<file path="config.mk">
export PLATFORM = sky130hd
export DESIGN_NAME = fp32_ieee_divider_core
export DESIGN_NICKNAME = d
export VERILOG_FILES = /design/src/sv/fpdiv_pkg.sv /design/src/sv/fpdiv_unpack.sv /design/src/sv/fpdiv_stage.sv /design/src/sv/fpdiv_round.sv /design/src/sv/fp32_ieee_divider_core.sv
export SDC_FILE = /design/constraint.sdc
export NUM_CORES = 2
export LEC_CHECK = 0
export BUFFER_PORTS_ARGS = -buffer_cell sky130_fd_sc_hd__buf_2
export CAP_MARGIN = 30
export CELL_PAD_IN_SITES_DETAIL_PLACEMENT = 1
export CELL_PAD_IN_SITES_GLOBAL_PLACEMENT = 2
export CORE_UTILIZATION = 33
export DETAILED_ROUTE_END_ITERATION = 12
export PLACE_DENSITY = 0.61
export SLEW_MARGIN = 20
export SYNTH_ARGS = -nofsm -noshare
export SYNTH_HDL_FRONTEND = slang
export SYNTH_SLANG_ARGS = --single-unit
</file>
<file path="constraint.sdc">
create_clock -name i_clk -period 75.4 [get_ports i_clk]
set_input_delay 15.08 -clock i_clk [delete_from_list [all_inputs] [get_ports i_clk]]
set_output_delay 15.08 -clock i_clk [all_outputs]
set_load 0.005 [all_outputs]
</file>
<file path="src/sv/fpdiv_pkg.sv">
`default_nettype none
package fpdiv_pkg;
    localparam int QBITS = 26;
    localparam int QSTEP = 2;
    localparam int SIGW = 24;
    localparam int EXPW = 10;
    localparam logic [31:0] DEF_NAN = 32'h7FC00000;
    localparam logic [31:0] INF_BITS = 32'h7F800000;
    localparam logic [31:0] QUIET_BIT = 32'h00400000;

    typedef struct packed {
        logic        special;
        logic [31:0] spec_val;
        logic        sign;
        logic signed [EXPW-1:0] big_e;
    } t_ctl;
endpackage
`default_nettype wire

</file>
<file path="src/sv/fpdiv_unpack.sv">
`default_nettype none
module fpdiv_unpack
    import fpdiv_pkg::*;
(
    input  wire logic        i_clk,
    input  wire logic        i_rst_n,
    input  wire logic        i_en,
    input  wire logic        i_valid,
    input  wire logic [31:0] i_a,
    input  wire logic [31:0] i_b,
    output logic             o_valid,
    output t_ctl             o_ctl,
    output logic [SIGW:0]    o_num,
    output logic [SIGW-1:0]  o_den
);
    logic [30:0] aa, ab;
    logic [SIGW-1:0] ma, mb;
    logic [5:0] la, lb;
    logic signed [EXPW-1:0] ea, eb, e;
    t_ctl n_ctl;
    logic r_valid;
    t_ctl r_ctl;
    logic [SIGW:0] r_num;
    logic [SIGW-1:0] r_den;

    function automatic logic [5:0] lz23(input logic [22:0] f);
        logic [5:0] n;
        n = 6'd23;
        for (int i = 0; i < 23; i++) begin
            if (f[i]) n = 6'(22 - i);
        end
        return n;
    endfunction

    always_comb begin
        aa = i_a[30:0];
        ab = i_b[30:0];
        la = lz23(aa[22:0]);
        lb = lz23(ab[22:0]);
        if (aa[30:23] == 8'd0) begin
            ma = {1'b0, aa[22:0]} << (la + 6'd1);
            ea = EXPW'(-126) - EXPW'(la) - EXPW'(1);
        end else begin
            ma = {1'b1, aa[22:0]};
            ea = EXPW'({2'b00, aa[30:23]}) - EXPW'(127);
        end
        if (ab[30:23] == 8'd0) begin
            mb = {1'b0, ab[22:0]} << (lb + 6'd1);
            eb = EXPW'(-126) - EXPW'(lb) - EXPW'(1);
        end else begin
            mb = {1'b1, ab[22:0]};
            eb = EXPW'({2'b00, ab[30:23]}) - EXPW'(127);
        end
        e = ea - eb;
        n_ctl.sign = i_a[31] ^ i_b[31];
        n_ctl.special = 1'b1;
        n_ctl.spec_val = {n_ctl.sign, 31'd0};
        if (aa > INF_BITS[30:0]) n_ctl.spec_val = i_a | QUIET_BIT;
        else if (ab > INF_BITS[30:0]) n_ctl.spec_val = i_b | QUIET_BIT;
        else if (aa == INF_BITS[30:0])
            n_ctl.spec_val = (ab == INF_BITS[30:0]) ? DEF_NAN : {n_ctl.sign, INF_BITS[30:0]};
        else if (ab == INF_BITS[30:0]) n_ctl.spec_val = {n_ctl.sign, 31'd0};
        else if (ab == 31'd0)
            n_ctl.spec_val = (aa == 31'd0) ? DEF_NAN : {n_ctl.sign, INF_BITS[30:0]};
        else if (aa == 31'd0) n_ctl.spec_val = {n_ctl.sign, 31'd0};
        else n_ctl.special = 1'b0;
        if (ma < mb) e = e - EXPW'(1);
        n_ctl.big_e = e + EXPW'(127);
    end

    always_ff @(posedge i_clk) begin
        if (!i_rst_n) begin
            r_valid <= 1'b0;
        end else if (i_en) begin
            r_valid <= i_valid;
        end
        if (i_en) begin
            r_ctl <= n_ctl;
            r_num <= (ma < mb) ? {ma, 1'b0} : {1'b0, ma};
            r_den <= mb;
        end
    end

    assign o_valid = r_valid;
    assign o_ctl = r_ctl;
    assign o_num = r_num;
    assign o_den = r_den;
endmodule
`default_nettype wire

</file>
<file path="src/sv/fpdiv_stage.sv">
`default_nettype none
module fpdiv_stage
    import fpdiv_pkg::*;
#(
    parameter int BITS = QSTEP
) (
    input  wire logic            i_clk,
    input  wire logic            i_rst_n,
    input  wire logic            i_en,
    input  wire logic            i_valid,
    input  wire t_ctl            i_ctl,
    input  wire logic [SIGW:0]   i_rem,
    input  wire logic [SIGW-1:0] i_den,
    input  wire logic [QBITS-1:0] i_q,
    output logic                 o_valid,
    output t_ctl                 o_ctl,
    output logic [SIGW:0]        o_rem,
    output logic [SIGW-1:0]      o_den,
    output logic [QBITS-1:0]     o_q
);
    logic [SIGW:0] rem;
    logic [QBITS-1:0] q;
    logic [SIGW+1:0] t;
    logic r_valid;
    t_ctl r_ctl;
    logic [SIGW:0] r_rem;
    logic [SIGW-1:0] r_den;
    logic [QBITS-1:0] r_q;

    // restoring radix-2 steps; remainder stays below 2*den
    always_comb begin
        rem = i_rem;
        q = i_q;
        t = '0;
        for (int i = 0; i < BITS; i++) begin
            t = {1'b0, rem} - {2'b00, i_den};
            if (!t[SIGW+1]) begin
                q = {q[QBITS-2:0], 1'b1};
                rem = {t[SIGW-1:0], 1'b0};
            end else begin
                q = {q[QBITS-2:0], 1'b0};
                rem = {rem[SIGW-1:0], 1'b0};
            end
        end
    end

    always_ff @(posedge i_clk) begin
        if (!i_rst_n) begin
            r_valid <= 1'b0;
        end else if (i_en) begin
            r_valid <= i_valid;
        end
        if (i_en) begin
            r_ctl <= i_ctl;
            r_rem <= rem;
            r_den <= i_den;
            r_q <= q;
        end
    end

    assign o_valid = r_valid;
    assign o_ctl = r_ctl;
    assign o_rem = r_rem;
    assign o_den = r_den;
    assign o_q = r_q;
endmodule
`default_nettype wire

</file>
<file path="src/sv/fpdiv_round.sv">
`default_nettype none
module fpdiv_round
    import fpdiv_pkg::*;
(
    input  wire logic             i_clk,
    input  wire logic             i_rst_n,
    input  wire logic             i_en,
    input  wire logic             i_valid,
    input  wire t_ctl             i_ctl,
    input  wire logic [SIGW:0]    i_rem,
    input  wire logic [QBITS-1:0] i_q,
    output logic                  o_valid,
    output logic [31:0]           o_quotient
);
    logic [5:0] shift;
    logic [QBITS-1:0] m, half, lowmask;
    logic rbit, sticky;
    logic [31:0] mag, n_res;
    logic r_valid;
    logic [31:0] r_res;

    always_comb begin
        shift = 6'd2;
        if (i_ctl.big_e < 1) begin
            if (i_ctl.big_e < EXPW'(-23)) shift = 6'd27;
            else shift = 6'(EXPW'(3) - i_ctl.big_e);
        end
        m = i_q >> shift;
        half = QBITS'(1) << (shift - 6'd1);
        rbit = (i_q & half) != '0;
        lowmask = half - QBITS'(1);
        sticky = ((i_q & lowmask) != '0) || (i_rem != '0);
        if (rbit && (sticky || m[0])) m = m + QBITS'(1);
        if (i_ctl.big_e >= 1)
            mag = {i_ctl.big_e[7:0] - 8'd1, 23'd0} + 32'(m);
        else
            mag = 32'(m);
        if (mag >= INF_BITS || i_ctl.big_e >= EXPW'(255)) mag = INF_BITS;
        n_res = i_ctl.special ? i_ctl.spec_val : {i_ctl.sign, mag[30:0]};
    end

    always_ff @(posedge i_clk) begin
        if (!i_rst_n) begin
            r_valid <= 1'b0;
        end else if (i_en) begin
            r_valid <= i_valid;
        end
        if (i_en) r_res <= n_res;
    end

    assign o_valid = r_valid;
    assign o_quotient = r_res;
endmodule
`default_nettype wire

</file>
<file path="src/sv/fp32_ieee_divider_core.sv">
// Operands pass through an unpack register, the quotient stages and a rounding register.
// Throughput: one division per cycle when not stalled; 13 quotient stages of two bits each.
// Pipeline advances only when the output register is empty or being taken.
// Reset: synchronous active-low, clears all stage valid bits.
`default_nettype none
module fp32_ieee_divider_core
    import fpdiv_pkg::*;
(
    input  wire logic        i_clk,
    input  wire logic        i_rst_n,
    input  wire logic        i_valid,
    output logic             o_stall,
    input  wire logic [31:0] i_dividend,
    input  wire logic [31:0] i_divisor,
    output logic             o_valid,
    input  wire logic        i_stall,
    output logic [31:0]      o_quotient
);
    localparam int NST = QBITS / QSTEP;
    logic en;
    logic v [NST+1];
    t_ctl c [NST+1];
    logic [SIGW:0] rm [NST+1];
    logic [SIGW-1:0] d [NST+1];
    logic [QBITS-1:0] q [NST+1];

    assign en = !o_valid || !i_stall;
    assign o_stall = !en;
    assign q[0] = '0;

    fpdiv_unpack u_unp (
        .i_clk(i_clk), .i_rst_n(i_rst_n), .i_en(en), .i_valid(i_valid),
        .i_a(i_dividend), .i_b(i_divisor),
        .o_valid(v[0]), .o_ctl(c[0]), .o_num(rm[0]), .o_den(d[0])
    );

    for (genvar g = 0; g < NST; g++) begin : g_st
        fpdiv_stage #(.BITS(QSTEP)) u_st (
            .i_clk(i_clk), .i_rst_n(i_rst_n), .i_en(en), .i_valid(v[g]),
            .i_ctl(c[g]), .i_rem(rm[g]), .i_den(d[g]), .i_q(q[g]),
            .o_valid(v[g+1]), .o_ctl(c[g+1]), .o_rem(rm[g+1]), .o_den(d[g+1]),
            .o_q(q[g+1])
        );
    end

    fpdiv_round u_rnd (
        .i_clk(i_clk), .i_rst_n(i_rst_n), .i_en(en), .i_valid(v[NST]),
        .i_ctl(c[NST]), .i_rem(rm[NST]), .i_q(q[NST]),
        .o_valid(o_valid), .o_quotient(o_quotient)
    );
endmodule
`default_nettype wire
</file>
Word level (Yosys, flattened, before mapping)
Cells that the tools add are included.

word-level totals
  ROM bits = 0
  output and inout bits = 34
  memories kept = 0
  latch bits = 0
  flip-flop bits (word level) = 1507
  bits in writable memories = 0
  word-level logic and storage cells = 310
  input port bits = 68

operators by class
  multipliers = 0
  bitwise logic cells = 3
  add/sub/neg operators = 43
  divide/modulo/power cells = 0
  shifts and indexed selects = 4
  reduce and logical (&&, ||, !) cells = 17
  order comparisons = 8
  multiplexer cells = 118
  equality and inequality tests = 2

operators by type and width
  kind                                                                 count
  subtractor 25 x 24 -> 26 bit                                         26
  two-way mux 25 bit                                                   26
  two-way mux 32 bit                                                   9
  two-way mux 6 bit                                                    24
  two-way mux 5 bit                                                    16
  two-way mux 24 bit                                                   3
  == test 31 bit, second input constant                                2
  > comparator 31 bit, second input constant                           2
  zero test 31 bit                                                     2
  AND 26 bit                                                           2
  nonzero test 26 bit                                                  2
  left shift 23 x 6 -> 24 bit                                          2
  adder 31 x 26 -> 32 bit                                              1
  greater-or-equal comparator 32 x 31 -> 1 bit, second input constant  1
  two-way mux 31 bit                                                   1
  two-way mux 10 bit                                                   3
  two-way mux 1 bit                                                    29
  adder 26 x 1 -> 26 bit, second input constant                        1
  two-way mux 26 bit                                                   1
  left shift 1 x 6 -> 26 bit, first input constant                     1
  right shift 26 x 6 -> 26 bit                                         1
  subtractor 26 x 1 -> 26 bit, second input constant                   1
  nonzero test 25 bit                                                  1
  less-than comparator 24 bit                                          1
  other kinds (25)                                                     37

Longest topological paths before layout
  depth in word-level cells = 30
  depth in mapped cells = 36
  depth with buffers taken out = 31

Hierarchy
Synthesis repeated with hierarchy kept, for this count alone.

unflattened totals
  cell total of the unflattened synthesis = 8534
  area total of the unflattened synthesis = 100426.3 sq um

by module, submodules not included
  module                           times used  area an instance (sq um)  seq. area each (sq um)  cells each
  fpdiv_stage (g_st[10].u_st ...)  6           6467.5                    3563.4                  508
  fpdiv_stage (g_st[5].u_st ...)   3           6822.8                    3563.4                  540
  fpdiv_unpack                     1           9352.7                    2812.7                  1021
  fpdiv_stage (g_st[4].u_st)       1           6611.3                    3563.4                  532
  fpdiv_stage (g_st[8].u_st)       1           6586.3                    3563.4                  508
  fpdiv_stage (g_st[0].u_st)       1           6459.9                    3563.4                  521
  fpdiv_stage (g_st[9].u_st)       1           6366.1                    3563.4                  515
  fpdiv_round                      1           5763.0                    980.9                   766
  fp32_ieee_divider_core           1           13.8                      0.0                     3

Least setup slack after synthesis
OpenSTA, ideal clock, no wires.

  kind = input to register
  start = input port i_stall
  end = register g_st[0].u_st.r_ctl (netlist bit g_st[0].u_st.o_ctl[0]), enable pin
  setup time = 2418 ps
  slack = 17873 ps
  required time = 72982 ps
  cell stages on the path = 2
  buffers on the path = 1
  arrival = 55109 ps
  path through = nand2_1 > clkbuf_1

between the ends
  longest elaborated chain between the ends = 2

RTL lines
  item                  RTL line                      RTL
  from (decl)           fp32_ieee_divider_core.sv:16  input wire logic i_stall,
  zero test 1 bit       fp32_ieee_divider_core.sv:27  assign en = !o_valid || !i_stall;
  logical OR 1 bit      fp32_ieee_divider_core.sv:27
  to (signal assigned)  fpdiv_stage.sv:54             r_ctl <= i_ctl;
  to (decl)             fpdiv_stage.sv:25             t_ctl r_ctl;

Every way passes these cells.
A chain may end at the register's enable or synchronous reset.

Worst setup path after layout
  start = input port i_stall
  end = output port o_stall

between the ends
  longest elaborated chain between the ends = 3

RTL lines
  item              RTL line                      RTL
  zero test 1 bit   fp32_ieee_divider_core.sv:27
  logical OR 1 bit  fp32_ieee_divider_core.sv:27
  zero test 1 bit   fp32_ieee_divider_core.sv:28  assign o_stall = !en;
  to (decl)         fp32_ieee_divider_core.sv:12  output logic o_stall,

Every way passes these cells.

==> impl_metrics.tcl <==
set metrics [dict create \
    ys_ff_latch 1494 \
    synthArstFlopShare 0 \
    remaining_drc_errors 0 \
    yosysSeqAreaShare 0.504 \
    initial_core_util 0.333 \
    dp_hpwl_mm 181 \
    rsz0062_at_grt "false" \
    cts_tree "yes" \
    place_inst 11400 \
    crit_chain "buf_2 -> nand2_4 -> inv_1 -> buf_2" \
    powerDensity_nw_per_um2 54.0 \
    clock.fmax_ghz 0.0316 \
    grt_max_degree 205 \
    nets 8819 \
    hold_buffers 0 \
    arrival_ns 16.53 \
    hold_path_depth 0 \
    hold_path_class "reg -> reg" \
    min_from "g_st[1].u_st.o_ctl[21]" \
    startpoint_type "input port" \
    synthToLayoutAreaGrowth_pct 12.2 \
    reg2regPathDepth 30 \
    finalWorstSetupSlack_ns 43.79 \
    track_usage 0.170 \
    first_pass_iters 7 \
    drive_gt1_frac 0.108 \
    period_needed_ns 31.61 \
    port_buffers 101 \
    cts.sink_count 1494 \
    cp_slowest_cell "nand2_4" \
    cts.clk_slew.worst_paths_ns 0.06 \
    finClkSkew_ns 0.0964 \
    grt_pass1_vias 64000 \
    cts_buffer_depth 4 \
    nFillCells 29000 \
    fin_util 0.374 \
    vias 60300 \
    ys_warn_count 0 \
    rr_startpoint "g_st[12].u_st.o_ctl[2]" \
    die_y_microns 520 \
    synth_edf_count 1479 \
    synthCells 7879 \
    rows 189 \
    cp_max_fo 62 \
    io_pins 102 \
    maxCapViolCount 0 \
    place_congestion 0.856 \
    cts_setup_buffers 0 \
    postRouteWirelength_mm 234 \
    leakage_nw 40.7 \
    crit_path_frequent_cell "buf_2" \
    antenna_found_initial 8 \
    ir_drop_v 0.0000233 \
    htree_levels 4 \
    fin_crit_sh 0.419 \
    wl_per_cell_microns 19.9 \
    clockRootBuffer "clkbuf_16" \
    worstMarginPinSlew_ns 1.07 \
    grt-ovfl-total 0 \
    die_w_microns 520 \
    clk_latency_ns 0.86 \
    synth_area_sq_um 88700 \
    slew_violations 0 \
    outcome "completed" \
    reg2reg_setup_slack_ns 65.77 \
    placed_cell_area_sq_um 93700 \
    synth.avg_cell_area_sq_um 11.3 \
    holdPathEnd "g_st[2].u_st.o_ctl[21]" \
    place_ws_ns 43.73 \
    drt_iter0_markers 2951 \
    synth_nets 8616 \
    cts_resized 0 \
    grt_pass1_wl_mm 367 \
    r2r_end "u_rnd.o_quotient[22]" \
    whs_ns 0.339 \
    worstPathRequired_ns 60.32 \
    path_class "in -> out" \
    cts_buffers 183 \
    p_total_mw 5.37 \
    die-area_sq_um 271000 \
    fin_tns_setup_ns 0 \
    slowest_delay_ns 0.58 \
    final_cells 11800 \
    viasPerCell 5.13 \
    synth.distinct_cells 104 \
    finalSetupViolCount 0 \
    max_slew_margin 0.287 \
    core_area_sq_um 266000 \
    ant_nets 0 \
    cp-end-kind "primary output" \
    ys.flop_type "edfxtp_1" \
    final_hold_viol_count 0 \
    final_area_sq_um 99500 \
]
==> cell usage in the layout, fill, tap and decap left out, types with 27 or more instances in the layout <==
master	netlist	routed
o211ai_1	49	49
clkinv_1	1	47
or3_1	67	67
o21bai_1	75	75
and3_1	59	59
a21o_1	136	136
nor2_1	607	606
o21ai_0	411	411
nand2_1	473	472
xnor2_1	379	377
nand4_1	31	31
a21oi_1	518	515
a31oi_1	64	64
nand3_1	135	135
buf_4	3	86
mux2i_1	208	208
ha_1	653	653
mux2_2	327	327
a22o_1	49	49
o21a_1	146	146
xor2_1	183	182
nor2b_1	87	87
a21boi_0	33	32
a22oi_1	27	27
o31ai_1	65	65
and2_1	64	64
or2_2	53	53
edfxtp_1	1479	1479
clkbuf_16	0	184
nor3_1	165	163
clkbuf_1	134	29
buf_2	14	102
nor4_1	44	44
nand2b_1	101	101
a211oi_1	50	49
inv_1	540	540
==> where the power goes <==
part / internal, mW / switching [mW] / total, mW / leakage, nW
clock: 0.490 / 0.339 / 0.829 / 2.73
combinational: 1.40 / 1.75 / 3.15 / 21.5
sequential: 1.27 / 0.123 / 1.39 / 16.5
==> worst max path at each step <==
stage                  from               endpoint  slack (ns)  cells after the start
floorplan           i_stall  g_st[0].u_st.o_ctl[0]       17.87                      2
global placement    i_stall                o_stall       43.80                      4
finish              i_stall                o_stall       43.79                      4
detailed placement  i_stall                o_stall       43.73                      4
CTS                 i_stall                o_stall       43.72                      4
global route        i_stall                o_stall       43.62                      4
==> layout make-up <==
class | instances | area, sq um | share of cell area
inverters | 542 | 2030 | 0.0204
flip-flops and latches | 1494 | 44700 | 0.449
well taps | 3533 | 4420 | 0.0444
multi-input cells | 5663 | 41300 | 0.416
repair buffers | 198 | 1350 | 0.0135
diodes | 4 | 10.0 | 0.000101
clock buffers | 213 | 4710 | 0.0474
clock inverters | 105 | 928 | 0.00933
==> sequential cells by signal, indices dropped and copies added, names as in the netlist <==
| register | cells |
|---|---|
| g_st.u_st.o_ctl | 572 |
| g_st.u_st.o_rem | 312 |
| g_st.u_st.o_den | 288 |
| g_st.u_st.o_q | 182 |
| u_unp.o_ctl | 44 |
| u_rnd.o_quotient | 32 |
| u_unp.o_num | 25 |
| u_unp.o_den | 24 |
| g_st.u_st.o_valid | 13 |
| u_rnd.o_valid | 1 |
| u_unp.o_valid | 1 |
==> layer usage <==
layer	up-vias	wire length (microns)	global-route usage
met2	651	113000	0.296
li1	29900	-	-
met3	276	6300	0.0190
met4	0	5360	0.0415
met1	29500	110000	0.225
met5	-	0	0
==> cell usage after synthesis, types with 50 or more instances <==
master	count	area share
edfxtp_1	1479	0.50
ha_1	653	0.092
nor2_1	607	0.026
inv_1	540	0.023
a21oi_1	518	0.029
nand2_1	473	0.020
o21ai_0	411	0.023
xnor2_1	379	0.037
mux2_2	327	0.042
mux2i_1	208	0.023
xor2_1	183	0.018
nor3_1	165	0.0093
o21a_1	146	0.012
a21o_1	136	0.012
nand3_1	135	0.0076
clkbuf_1	134	0.0057
nand2b_1	101	0.0071
nor2b_1	87	0.0061
o21bai_1	75	0.0063
or3_1	67	0.0047
o31ai_1	65	0.0055
a31oi_1	64	0.0045
and2_1	64	0.0045
and3_1	59	0.0042
or2_2	53	0.0037
a211oi_1	50	0.0042
==> critical path, delay by kind of cell <==
| family | cells | cell delay (ns) |
|---|---|---|
| buf+inv | 3 | 0.84 |
| simple gates | 1 | 0.58 |
==> logic make-up (layout without fill, tap and decap cells) <==
logic type                 count (synthesis)  after routing  share of synthesized area
xor gates and xnor gates                 563            563                     0.0557
muxes                                    536            536                     0.0652
buffers and inverters                    722           1058                     0.0312
and+or+nand+nor                         1954           1954                      0.105
other                                      0              4                          0
DFF                                     1494           1494                      0.504
AOI/OAI and AO/OA                       1941           1941                      0.143
adders and majority gates                669            669                     0.0957
(Power assumes the default switching activity.)
